<file path="src/rtl/cfi_pkg.sv">
package cfi_pkg;

  // Field widths
  localparam int SAMPLE_W   = 16;
  localparam int COEF_W     = 18;
  localparam int ACTION_W   = 2;
  localparam int CIDX_W     = 7;
  localparam int FRAC_SHIFT = 17;

  // Configuration port
  localparam int CFG_IDX_W  = 2;
  localparam int CFG_DATA_W = 8;
  localparam int TAPS_W     = 8;
  localparam int SPS_W      = 4;

  localparam logic [CFG_IDX_W-1:0] REG_TAP_COUNT = 2'd0;
  localparam logic [CFG_IDX_W-1:0] REG_SPS       = 2'd1;

  localparam logic [TAPS_W-1:0] TAP_COUNT_RST = 8'd33;
  localparam logic [SPS_W-1:0]  SPS_RST       = 4'd4;

  // Item kinds
  localparam logic [ACTION_W-1:0] ACT_FILTER   = 2'd0;
  localparam logic [ACTION_W-1:0] ACT_UPSAMPLE = 2'd1;
  localparam logic [ACTION_W-1:0] ACT_LOAD     = 2'd2;
  localparam logic [ACTION_W-1:0] ACT_CLEAR    = 2'd3;

  // Default sizes
  localparam int DEF_MAX_TAPS = 128;
  localparam int DEF_MAX_SPS  = 8;

  typedef struct packed {
    logic signed [SAMPLE_W-1:0] i;
    logic signed [SAMPLE_W-1:0] q;
  } iq_t;

  typedef struct packed {
    logic clear;
    logic load;
    logic rotate;
    logic wrap;
  } cfi_cell_ctl_t;

endpackage

</file>
<file path="src/rtl/cfi_cell.sv">
module cfi_cell
  import cfi_pkg::*;
(
  input  logic          clk,
  input  logic          rst,
  input  cfi_cell_ctl_t ctl,
  input  iq_t           nbr,
  input  iq_t           head,
  input  iq_t           wdata,
  output iq_t           value
);

  // One delay line entry: clear, take a new sample, or rotate toward cell 0
  always_ff @(posedge clk) begin
    if (rst || ctl.clear) begin
      value <= '0;
    end else if (ctl.load) begin
      value <= wdata;
    end else if (ctl.rotate) begin
      value <= ctl.wrap ? head : nbr;
    end
  end

endmodule

</file>
<file path="config.mk">
export PLATFORM = sky130hd
export DESIGN_NAME = cfi_cell
export DESIGN_NICKNAME = d
export VERILOG_FILES = /design/src/rtl/cfi_pkg.sv /design/src/rtl/cfi_cell.sv
export SDC_FILE = /design/constraint.sdc
export NUM_CORES = 1
export LEC_CHECK = 0
export ABC_AREA = 1
export BUFFER_PORTS_ARGS = -buffer_cell sky130_fd_sc_hd__buf_2
export CAP_MARGIN = 10
export CORE_UTILIZATION = 40
export CTS_CLUSTER_DIAMETER = 100
export DETAILED_ROUTE_END_ITERATION = 8
export HOLD_SLACK_MARGIN = 0.08
export PLACE_DENSITY = 0.79
export SLEW_MARGIN = 20
export SYNTH_ARGS = -nofsm -noshare
export SYNTH_HDL_FRONTEND = slang
export SYNTH_SLANG_ARGS = --single-unit
</file>
<file path="constraint.sdc">
create_clock -name clk -period 1.15 [get_ports clk]
set_input_delay 0.0575 -clock clk [delete_from_list [all_inputs] [get_ports clk]]
set_output_delay 0.0575 -clock clk [all_outputs]
set_load 0.01 [all_outputs]
</file>
==> results.txt <==
The flow ran to the end, and the final reports show no timing, DRC or antenna violations. The combinational share of power came out at 22.9%. The max capacitance violation total came out at 0. The internal power summed over all cells is 1.98 mW. Dividing total power by cell area gives a power density of 986 mW/mm^2. After clock tree synthesis, the clock-pin slew on the worst setup and hold paths is 0.06 ns. The count of TritonRoute iterations in the first routing pass came out at 4. The number of global-route vias before repair was 2189. The total number of yosys warnings came out at 0.

The biggest fanout along the worst timing path came out at 18. The number of endpoints with negative hold slack in the final report came to 0. The clock power share came out at 33.2%.

The number of H-tree levels came out at 2. The count of cell types in the netlist is 14. The total CTS buffers came out at 5. The number of placement rows is 24. Clock tree synthesis selected as its root buffer the cell sky130_fd_sc_hd__clkbuf_8. The total power of the final layout came out at 2.68 mW. The overall fraction of global-route tracks in use is 21.8%. The startpoint of the worst hold path is head[2]. Setup repair after global routing left no endpoint under its margin. The region available for standard cell placement spans 0.00441 mm^2. The highest clock rate came out at 945 MHz. The cell count after synthesis is 323. The static leakage power came out at 1.71 nW. The routed layout has 2345 vias.

The initial DRC count came out at 56. The path with the worst hold slack has its endpoint at value[2]$_SDFFE_PP0P_. The wire length of the first global-routing pass came out at 8870 um. The final period demand of the worst path came out at 1.06 ns. TritonCTS built the clock tree. The worst path required time came out at 1.34 ns. The number of slew-limit violations in the final report is 0. The width of the die came out at 70.4 um. The area added between synthesis and finish is 45.4%.

The flip-flop count of the largest register after layout is 32. The total of buffers placed on input and output ports is 133. Traced cell by cell, the critical path runs through dlygate4sd3_1, buf_2, nor2_2, inv_1, buf_4, a21oi_1. The classification of the worst-slack hold path is in -> reg. The fraction of post-synthesis cell area in the top cell type by area is 34.2%. The worst reg2reg path startpoint is value[26]$_SDFFE_PP0P_. The endpoint identified for the worst register-to-register timing path is value[26]$_SDFFE_PP0P_. The total wirelength of the detailed-routed design came out at 5360 um.

The setup TNS is 0 ns. The I/O pin total is 134. The post-synth net total came out at 425.

Averaged over all synthesized cells, the footprint is 5.80 um^2. For this run, the slowest stage of the critical path takes 0.53 ns. The final instance area came out at 0.00272 mm^2.

The total of endpoints with negative setup slack in the final report came out at 0. The total of flip-flops plus latches after synthesis came out at 32. The detailed-placement wirelength estimate came out at 4020 um. Data on the critical path arrives at its endpoint at 1.25 ns. Once the floorplan was initialized, standard cells occupied 42.4% of the core. The die area came out at 0.00496 mm^2. The remaining max-slew budget at the tightest pin came out at 78.3%. The critical path in this run is classified as in -> reg. STA classifies the critical path endpoint as a flip-flop. Summed over all instances, the cell type with the most area after synthesis is sky130_fd_sc_hd__dfxtp_1. Counting flops per register, the top entry is value. The average detailed-routed wire length per instance is 10.5 um. The portion of total power attributed to sequential cells came out at 43.9%. The maximum vdd ir drop came out at 0.000516 V. The transition time at the pin with the least slew margin is 0.326 ns. The part of the cycle the worst path needs is 92.0%.

The maximum clock path buffer count came out at 2. The number of post-CTS setup repair buffers is 0. The post-synthesis instance area is 0.00187 mm^2. Dividing the detail-routed via count by the number of cells gives 4.60. The share of cells above drive strength 1 is 33.6%. For the worst flop-to-flop path, the logic depth is 2. Yosys attributes the largest share of cell area to sky130_fd_sc_hd__dfxtp_1 34%, sky130_fd_sc_hd__nand2_1 29%, sky130_fd_sc_hd__a21oi_1 17%, sky130_fd_sc_hd__inv_1 9.2%, sky130_fd_sc_hd__buf_2 3.5%.

The worst hold path cell count came out at 5. The die span in y came out at 70.4 um. The overall overflow remaining after global route came out at 0. The number of remaining DRC errors came out at 0. Of the total power, the share spent switching nets is 26.2%.

The number of diodes came out at 0. The clock latency on the worst-skew pair is 0.27 ns. Once detail routing completed, the nets flagged for antenna violations numbered 0. The worst hold slack across all endpoints came out at 0.101 ns. The largest registers in the layout are value: 32 flops. The number of antenna violations at the first check in global routing is 0. The worst-case clock skew came out at 0 ns. The library cell contributing the largest single delay on the critical path is sky130_fd_sc_hd__dlygate4sd3_1. Tracing the worst setup path back leads to its startpoint at ctl[3]. The final layout contains 560 nets.

Routability-driven placement finished with a final weighted congestion of 0.789. Setup slack on the worst reg-to-reg path comes out at 0.50 ns. For this design the total switching power over the nets is 0.702 mW. The instance area after placement came out at 0.00257 mm^2. The maximum number of pins on one net before global-route repair is 33. The worst setup path is launched from an input port. The clock net in this run drives a total of 32 sinks. The sequential cell area fraction in the yosys report is 34.2%.
==> per-layer routing <==
metal / track usage [%] / up-vias / routed length (um)
met5: 0 / - / 0
met4: 7.33 / 0 / 69
met3: 3.32 / 8 / 277
met2: 42.9 / 72 / 2770
met1: 23.0 / 1024 / 2250
li1: - / 1241 / -
==> cell usage after synthesis, drive strengths merged <==
cell	instances
inv	47
buf	17
a21oi	62
nand2	146
nand3	6
clkbuf	3
dfxtp	32
o21ai	1
nor2	9
==> layout by cell type (no fill, tap or decap), drive strengths merged <==
cell,instances
inv,47
o21ai,1
clkbuf,7
dfxtp,32
nand3,6
nand2,146
nor2,9
buf,143
a21oi,62
dlygate4sd3,5
==> metrics by stage <==
step	setup WS [ns]	utilization, %	std cells
6_report	0.0918	61.6	510
4_1_cts	0.0920	61.6	510
3_5_place_dp	0.186	58.3	498
5_1_grt	0.0369	61.6	510
3_3_place_gp	0.210	58.3	498
2_1_floorplan	0.347	-	323
==> worst max-delay path by stage <==
stage | to | depth (start not counted) | slack, ns
after CTS | value[6]$_SDFFE_PP0P_ | 6 | 0.09
after detailed placement | value[5]$_SDFFE_PP0P_ | 5 | 0.19
after floorplan | value[18]$_SDFFE_PP0P_ | 6 | 0.35
final | value[6]$_SDFFE_PP0P_ | 6 | 0.09
after global routing | value[8]$_SDFFE_PP0P_ | 6 | 0.04
after global placement | value[18]$_SDFFE_PP0P_ | 6 | 0.21
==> cell type report <==
type	count	area (um^2)
multi-input cells	224	940
clock buffers	7	96.3
repair buffers	148	803
well taps	52	65.1
flip-flops and latches	32	641
fillers	431	1690
inverters	47	176
==> power by group through the flow <==
stage	Sequential (mW)	Clock [mW]	Combinational [mW]
floorplan	1.23	0	0.303
global placement	1.20	0	0.594
detailed placement	1.20	0	0.601
CTS	1.18	0.924	0.616
global route	1.18	0.969	0.694
finish	1.18	0.891	0.614
==> what timing repair did <==
action,in CTS,in global routing
setup endpoints to repair,0,9
hold buffers,5,0
hold endpoints to repair,3,0
resized for setup,0,1
==> critical path: cells and delay by family <==
kind                   cells  cell delay, ns
buffers and inverters      4            0.94
AOI/OAI and AO/OA          1            0.14
and+or+nand+nor            1            0.11
==> cells by family (layout without fill, tap and decap cells) <==
kind of cell / after synthesis / after routing / synth area share [%]
AO/OA/AOI/OAI: 63 / 63 / 16.8
flip-flops: 32 / 32 / 34.2
AND/OR/NAND/NOR: 161 / 161 / 33.2
buffers and inverters: 67 / 202 / 15.7
No activity file was read; power rests on OpenSTA's default activity.
