[src/rtl/cfi_pkg.sv]
package cfi_pkg;

  // Field widths
  localparam int SAMPLE_W   = 16;
  localparam int COEF_W     = 18;
  localparam int ACTION_W   = 2;
  localparam int CIDX_W     = 7;
  localparam int FRAC_SHIFT = 17;

  // Configuration port
  localparam int CFG_IDX_W  = 2;
  localparam int CFG_DATA_W = 8;
  localparam int TAPS_W     = 8;
  localparam int SPS_W      = 4;

  localparam logic [CFG_IDX_W-1:0] REG_TAP_COUNT = 2'd0;
  localparam logic [CFG_IDX_W-1:0] REG_SPS       = 2'd1;

  localparam logic [TAPS_W-1:0] TAP_COUNT_RST = 8'd33;
  localparam logic [SPS_W-1:0]  SPS_RST       = 4'd4;

  // Item kinds
  localparam logic [ACTION_W-1:0] ACT_FILTER   = 2'd0;
  localparam logic [ACTION_W-1:0] ACT_UPSAMPLE = 2'd1;
  localparam logic [ACTION_W-1:0] ACT_LOAD     = 2'd2;
  localparam logic [ACTION_W-1:0] ACT_CLEAR    = 2'd3;

  // Default sizes
  localparam int DEF_MAX_TAPS = 128;
  localparam int DEF_MAX_SPS  = 8;

  typedef struct packed {
    logic signed [SAMPLE_W-1:0] i;
    logic signed [SAMPLE_W-1:0] q;
  } iq_t;

  typedef struct packed {
    logic clear;
    logic load;
    logic rotate;
    logic wrap;
  } cfi_cell_ctl_t;

endpackage

[src/rtl/cfi_mac.sv]
module cfi_mac
  import cfi_pkg::*;
#(
  parameter int MAX_TAPS = DEF_MAX_TAPS
)
(
  input  logic                     clk,
  input  logic                     rst,
  input  logic                     clear,
  input  logic                     issue,
  input  iq_t                      samp,
  input  logic signed [COEF_W-1:0] coef,
  output logic                     busy,
  output iq_t                      result
);

  localparam int PROD_W = SAMPLE_W + COEF_W;
  localparam int ACC_W  = PROD_W + $clog2(MAX_TAPS);
  localparam int RND_W  = ACC_W + 1 - FRAC_SHIFT;
  localparam logic [ACC_W:0] RND_HALF = (ACC_W + 1)'(1) << (FRAC_SHIFT - 1);
  localparam logic signed [SAMPLE_W-1:0] SAT_MAX = {1'b0, {(SAMPLE_W - 1){1'b1}}};
  localparam logic signed [SAMPLE_W-1:0] SAT_MIN = {1'b1, {(SAMPLE_W - 1){1'b0}}};

  logic                     v1;
  logic                     v2;
  iq_t                      s1;
  logic signed [PROD_W-1:0] p_i;
  logic signed [PROD_W-1:0] p_q;
  logic signed [ACC_W-1:0]  acc_i;
  logic signed [ACC_W-1:0]  acc_q;

  // Round half up, drop the fraction bits, saturate to the sample width
  function automatic logic signed [SAMPLE_W-1:0] round_sat(input logic signed [ACC_W-1:0] a);
    logic [ACC_W:0]          sum;
    logic signed [RND_W-1:0] sh;
    sum = {a[ACC_W-1], a} + RND_HALF;
    sh  = sum[ACC_W:FRAC_SHIFT];
    if (sh[RND_W-1:SAMPLE_W-1] == '0 || sh[RND_W-1:SAMPLE_W-1] == '1) begin
      return sh[SAMPLE_W-1:0];
    end else if (sh[RND_W-1]) begin
      return SAT_MIN;
    end else begin
      return SAT_MAX;
    end
  endfunction

  always_ff @(posedge clk) begin
    if (rst) begin
      v1 <= 1'b0;
      v2 <= 1'b0;
    end else begin
      v1 <= issue;
      v2 <= v1;
    end
  end

  // Align sample with registered coefficient, multiply, accumulate
  always_ff @(posedge clk) begin
    s1  <= samp;
    p_i <= s1.i * coef;
    p_q <= s1.q * coef;
    if (clear) begin
      acc_i <= '0;
      acc_q <= '0;
    end else if (v2) begin
      acc_i <= acc_i + ACC_W'(p_i);
      acc_q <= acc_q + ACC_W'(p_q);
    end
  end

  assign busy   = v1 | v2;
  assign result = '{i: round_sat(acc_i), q: round_sat(acc_q)};

endmodule

[config.mk]
export PLATFORM = sky130hd
export DESIGN_NAME = cfi_mac
export DESIGN_NICKNAME = d
export VERILOG_FILES = /design/src/rtl/cfi_pkg.sv /design/src/rtl/cfi_mac.sv
export SDC_FILE = /design/constraint.sdc
export NUM_CORES = 2
export LEC_CHECK = 0
export ABC_AREA = 1
export CAP_MARGIN = 20
export CORE_AREA = 2 2 270 272
export CTS_CLUSTER_SIZE = 8
export DETAILED_ROUTE_END_ITERATION = 8
export DIE_AREA = 0 0 272 274
export DONT_BUFFER_PORTS = 1
export PLACE_DENSITY = 0.64
export SLEW_MARGIN = 40
export SYNTH_ARGS = -nofsm -noshare
export SYNTH_HDL_FRONTEND = slang
export SYNTH_SLANG_ARGS = --single-unit
[constraint.sdc]
create_clock -name clk -period 15.3 [get_ports clk]
set_input_delay 3.06 -clock clk [delete_from_list [all_inputs] [get_ports clk]]
set_output_delay 3.06 -clock clk [all_outputs]
set_load 0.005 [all_outputs]
==> flow_summary.rst <==
.. list-table::
   :header-rows: 1

   * - Metric
     - Value
   * - Status
     - completed
   * - Worst Clk Skew
     - 27.6 ps
   * - Initial DRC Count
     - 2154
   * - Half-perimeter wire length after placement
     - ~79 mm
   * - Vias in the first global route
     - 30300
   * - Total global routing track utilization
     - 0.275
   * - Hold Vio Cnt, Final
     - 0
   * - Max Slew Vio Count
     - 0
   * - Final total negative setup slack
     - 0 ps
   * - Number of CTS-inserted buffers
     - 17
   * - Minimum setup slack in the final design
     - 7360 ps
   * - Slew at the pin closest to its max-slew limit
     - 867 ps
   * - Antenna violations before repair
     - 3
   * - Weighted congestion at the end of routability-driven global placement
     - 0.968
   * - Synthesized area per cell
     - approximately 7.0 µm²
   * - Most frequent cells after synthesis
     - sky130_fd_sc_hd__nand2_1, sky130_fd_sc_hd__inv_1, sky130_fd_sc_hd__fa_1, sky130_fd_sc_hd__nor2_1, sky130_fd_sc_hd__ha_1
   * - Most area-hungry cell type in the Yosys netlist
     - sky130_fd_sc_hd__fa_1
   * - Count of final setup violators
     - 0
   * - Endpoint class of the critical path
     - flip-flop
   * - Count of instances resized after the clock tree is built
     - 0
   * - Worst slew margin
     - 0.421
   * - CTS tree
     - done
   * - Leading register cell type out of synthesis
     - sky130_fd_sc_hd__dfxtp_1
   * - Layout Utilization
     - 0.512
   * - Async set-reset flop share out of synthesis
     - 0
   * - Endpoint arrival time on the critical path
     - 8340 ps
   * - Wire length per cell
     - 16.5 µm
   * - Final critical-path required period
     - 7940 ps
   * - Initial cell density of the core
     - 0.494
   * - Overflow after GRT
     - 0
   * - Largest net degree at the start of global routing
     - 83
   * - Total iterations of the first detailed-routing run
     - 5
   * - Synthesized flop and latch total
     - 184
   * - Synthesized netlist cell count
     - 5067
   * - Proportion of layout cells with a drive suffix above 1
     - 0.0157
   * - Highest net fanout along the worst path
     - 32
   * - Final Net Count
     - 5836
   * - Critical Path Source Type
     - input port
   * - Die area
     - 74500 µm²
   * - Critical path type
     - input port to flip-flop
   * - I/O Pins
     - 87
   * - Detailed Route WL
     - 97.9 mm
   * - DR vias
     - 29700
   * - Detailed-route vias per instance
     - 5.02
   * - Cell types occupying the most area after synthesis
     - sky130_fd_sc_hd__fa_1, sky130_fd_sc_hd__nand2_1, sky130_fd_sc_hd__inv_1
   * - Wire length of the first global-routing pass
     - 161 mm
   * - Count of distinct cell types in the synthesized netlist
     - 38
   * - CTS Hold Buffers Added
     - 0
   * - Floorplan die height
     - 274 µm
   * - Max Clk Rate
     - ~130 MHz
   * - Number of buffers inserted by post-CTS setup repair
     - 0
   * - Number of fillers in the final layout
     - 7291
   * - Hold Path Class
     - flip-flop to flip-flop
   * - Area of the mapped netlist
     - about 36000 µm²
   * - Clock Tree Root
     - sky130_fd_sc_hd__clkbuf_16
   * - Max H-tree Level
     - 4
   * - Sink Count
     - 184
   * - Count leader, synth
     - sky130_fd_sc_hd__nand2_1
   * - Post-CTS clock slew at the launch and capture registers of the worst setup and hold paths
     - 80 ps
   * - Area fraction of the dominant cell type after synthesis
     - 0.328
   * - Setup repair after global routing missed its margin
     - no
   * - Final period util
     - 0.519
   * - Placement Setup Slack
     - approximately 6900 ps
   * - Maximum Capacitance Violations
     - 0
   * - Number of rows in the core area
     - 99
   * - Yosys Warn Count
     - 0
   * - Endpoint required time on the critical path
     - 15700 ps
   * - Core Region
     - between 70000 and 80000 µm²
   * - Clock tree buffer depth
     - 2
   * - Final ANT Viol Nets
     - 0
   * - DRC violation count after routing
     - 0
   * - DIE WIDTH
     - 272 µm
   * - Clock latency on the worst-skew pair
     - between 500 and 600 ps
   * - Syn Nets
     - a little under 6000
   * - Quantity of I/O buffers inserted on ports
     - 0
   * - Fraction of the yosys area taken by sequential cells
     - 0.104
   * - Number of enable-type register cells in the synthesized netlist
     - 0
   * - Area grow syn2layout
     - 3.79%
final cells by class:
| cell class | count | area (µm²) | area share |
|---|---|---|---|
| inverter | 1301 | 4880 | 0.132 |
| clock buffer | 17 | 425 | 0.0115 |
| sequential | 184 | 3700 | 0.100 |
| antenna | 2 | 5.00 | 0.000136 |
| multi-input combinational | 3433 | 26400 | 0.715 |
| tap | 959 | 1200 | 0.0325 |
| timing repair buffer | 9 | 71.3 | 0.00193 |
| clock inverter | 15 | 210 | 0.00570 |
metrics by stage:
step / cell area [µm²] / cells / hold slack [ps]
after floorplan: 35500 / 5067 / 410
after global placement: 36200 / 5886 / 437
after detailed placement: 36200 / 5886 / 441
after CTS: 36900 / 5918 / 456
after global routing: 36900 / 5918 / 466
final: 36900 / 5920 / 445
registers in the layout, summed over array words and instances, names as in the netlist:
register,flops
acc_i,41
p_i,34
v1,1
s1,32
acc_q,41
p_q,34
v2,1
final timing paths:
kind	from	to	slack, ps	cells after the start
max	coef[7]	p_i[25]	7360	22
min reg2reg	v1	v2	450	2
min	v1	v2	450	2
max reg2reg	s1[23]	p_i[25]	8980	22
per-layer routing:
layer / up-vias / wire length (µm) / global-route usage / share of wire
li1: 14600 / - / - / -
met1: 14200 / 46800 / 0.393 / 0.48
met2: 802 / 43500 / 0.443 / 0.44
met3: 106 / 5460 / 0.0340 / 0.056
met4: 2 / 2080 / 0.0707 / 0.021
met5: - / 13 / 0 / 0.00013
worst max-delay path: stages:
cell and delay (ps):
sky130_fd_sc_hd__nand2_1 70, sky130_fd_sc_hd__fa_1 570, sky130_fd_sc_hd__inv_1 50, sky130_fd_sc_hd__fa_1 500, sky130_fd_sc_hd__inv_1 60, sky130_fd_sc_hd__fa_1 540
sky130_fd_sc_hd__inv_1 50, sky130_fd_sc_hd__fa_1 380, sky130_fd_sc_hd__fa_1 520, sky130_fd_sc_hd__inv_1 60, sky130_fd_sc_hd__fa_1 480, sky130_fd_sc_hd__inv_1 40
sky130_fd_sc_hd__ha_1 370, sky130_fd_sc_hd__nand2_1 160, sky130_fd_sc_hd__nor2_1 180, sky130_fd_sc_hd__nand4_1 100, sky130_fd_sc_hd__o21ai_0 500, sky130_fd_sc_hd__inv_1 110
sky130_fd_sc_hd__o21bai_1 260, sky130_fd_sc_hd__nand2_1 110, sky130_fd_sc_hd__nand3_1 80, sky130_fd_sc_hd__nand2_1 60
kinds of logic (layout without fill, tap and decap cells):
kind of cell | count (synthesis) | in the layout | synth area share
AND/OR/NAND/NOR | 2064 | 2064 | 0.231
other | 0 | 2 | 0
flip-flops | 184 | 184 | 0.104
adder cells (fa/ha/maj) | 836 | 836 | 0.417
XOR/XNOR | 130 | 130 | 0.0320
buffers and inverters | 1450 | 1342 | 0.154
AO/OA/AOI/OAI | 403 | 403 | 0.0623
cells in the final DEF (no fill, tap or decap), drive strengths merged, types with 2 or more instances in the layout:
| master | Yosys | final |
|---|---|---|
| nand2 | 1393 | 1393 |
| inv | 1301 | 1310 |
| fa | 582 | 582 |
| nor2 | 434 | 434 |
| ha | 254 | 254 |
| a21oi | 197 | 197 |
| dfxtp | 184 | 184 |
| nand3 | 162 | 162 |
| o21ai | 133 | 133 |
| xor2 | 97 | 97 |
| nand4 | 42 | 42 |
| xnor2 | 33 | 33 |
| o21bai | 26 | 26 |
| nor3 | 25 | 25 |
| clkbuf | 121 | 17 |
| a21o | 13 | 13 |
| a21boi | 11 | 11 |
| buf | 28 | 9 |
| o221ai | 8 | 8 |
| o21a | 5 | 5 |
| clkinv | 0 | 5 |
| a31o | 3 | 3 |
| a31oi | 3 | 3 |
| and2 | 3 | 3 |
| diode | 0 | 2 |
| nor4 | 2 | 2 |
| o211ai | 2 | 2 |
Power is not shown: default switching activity piles up to over one toggle a cycle in this logic, so the estimate is an artifact.
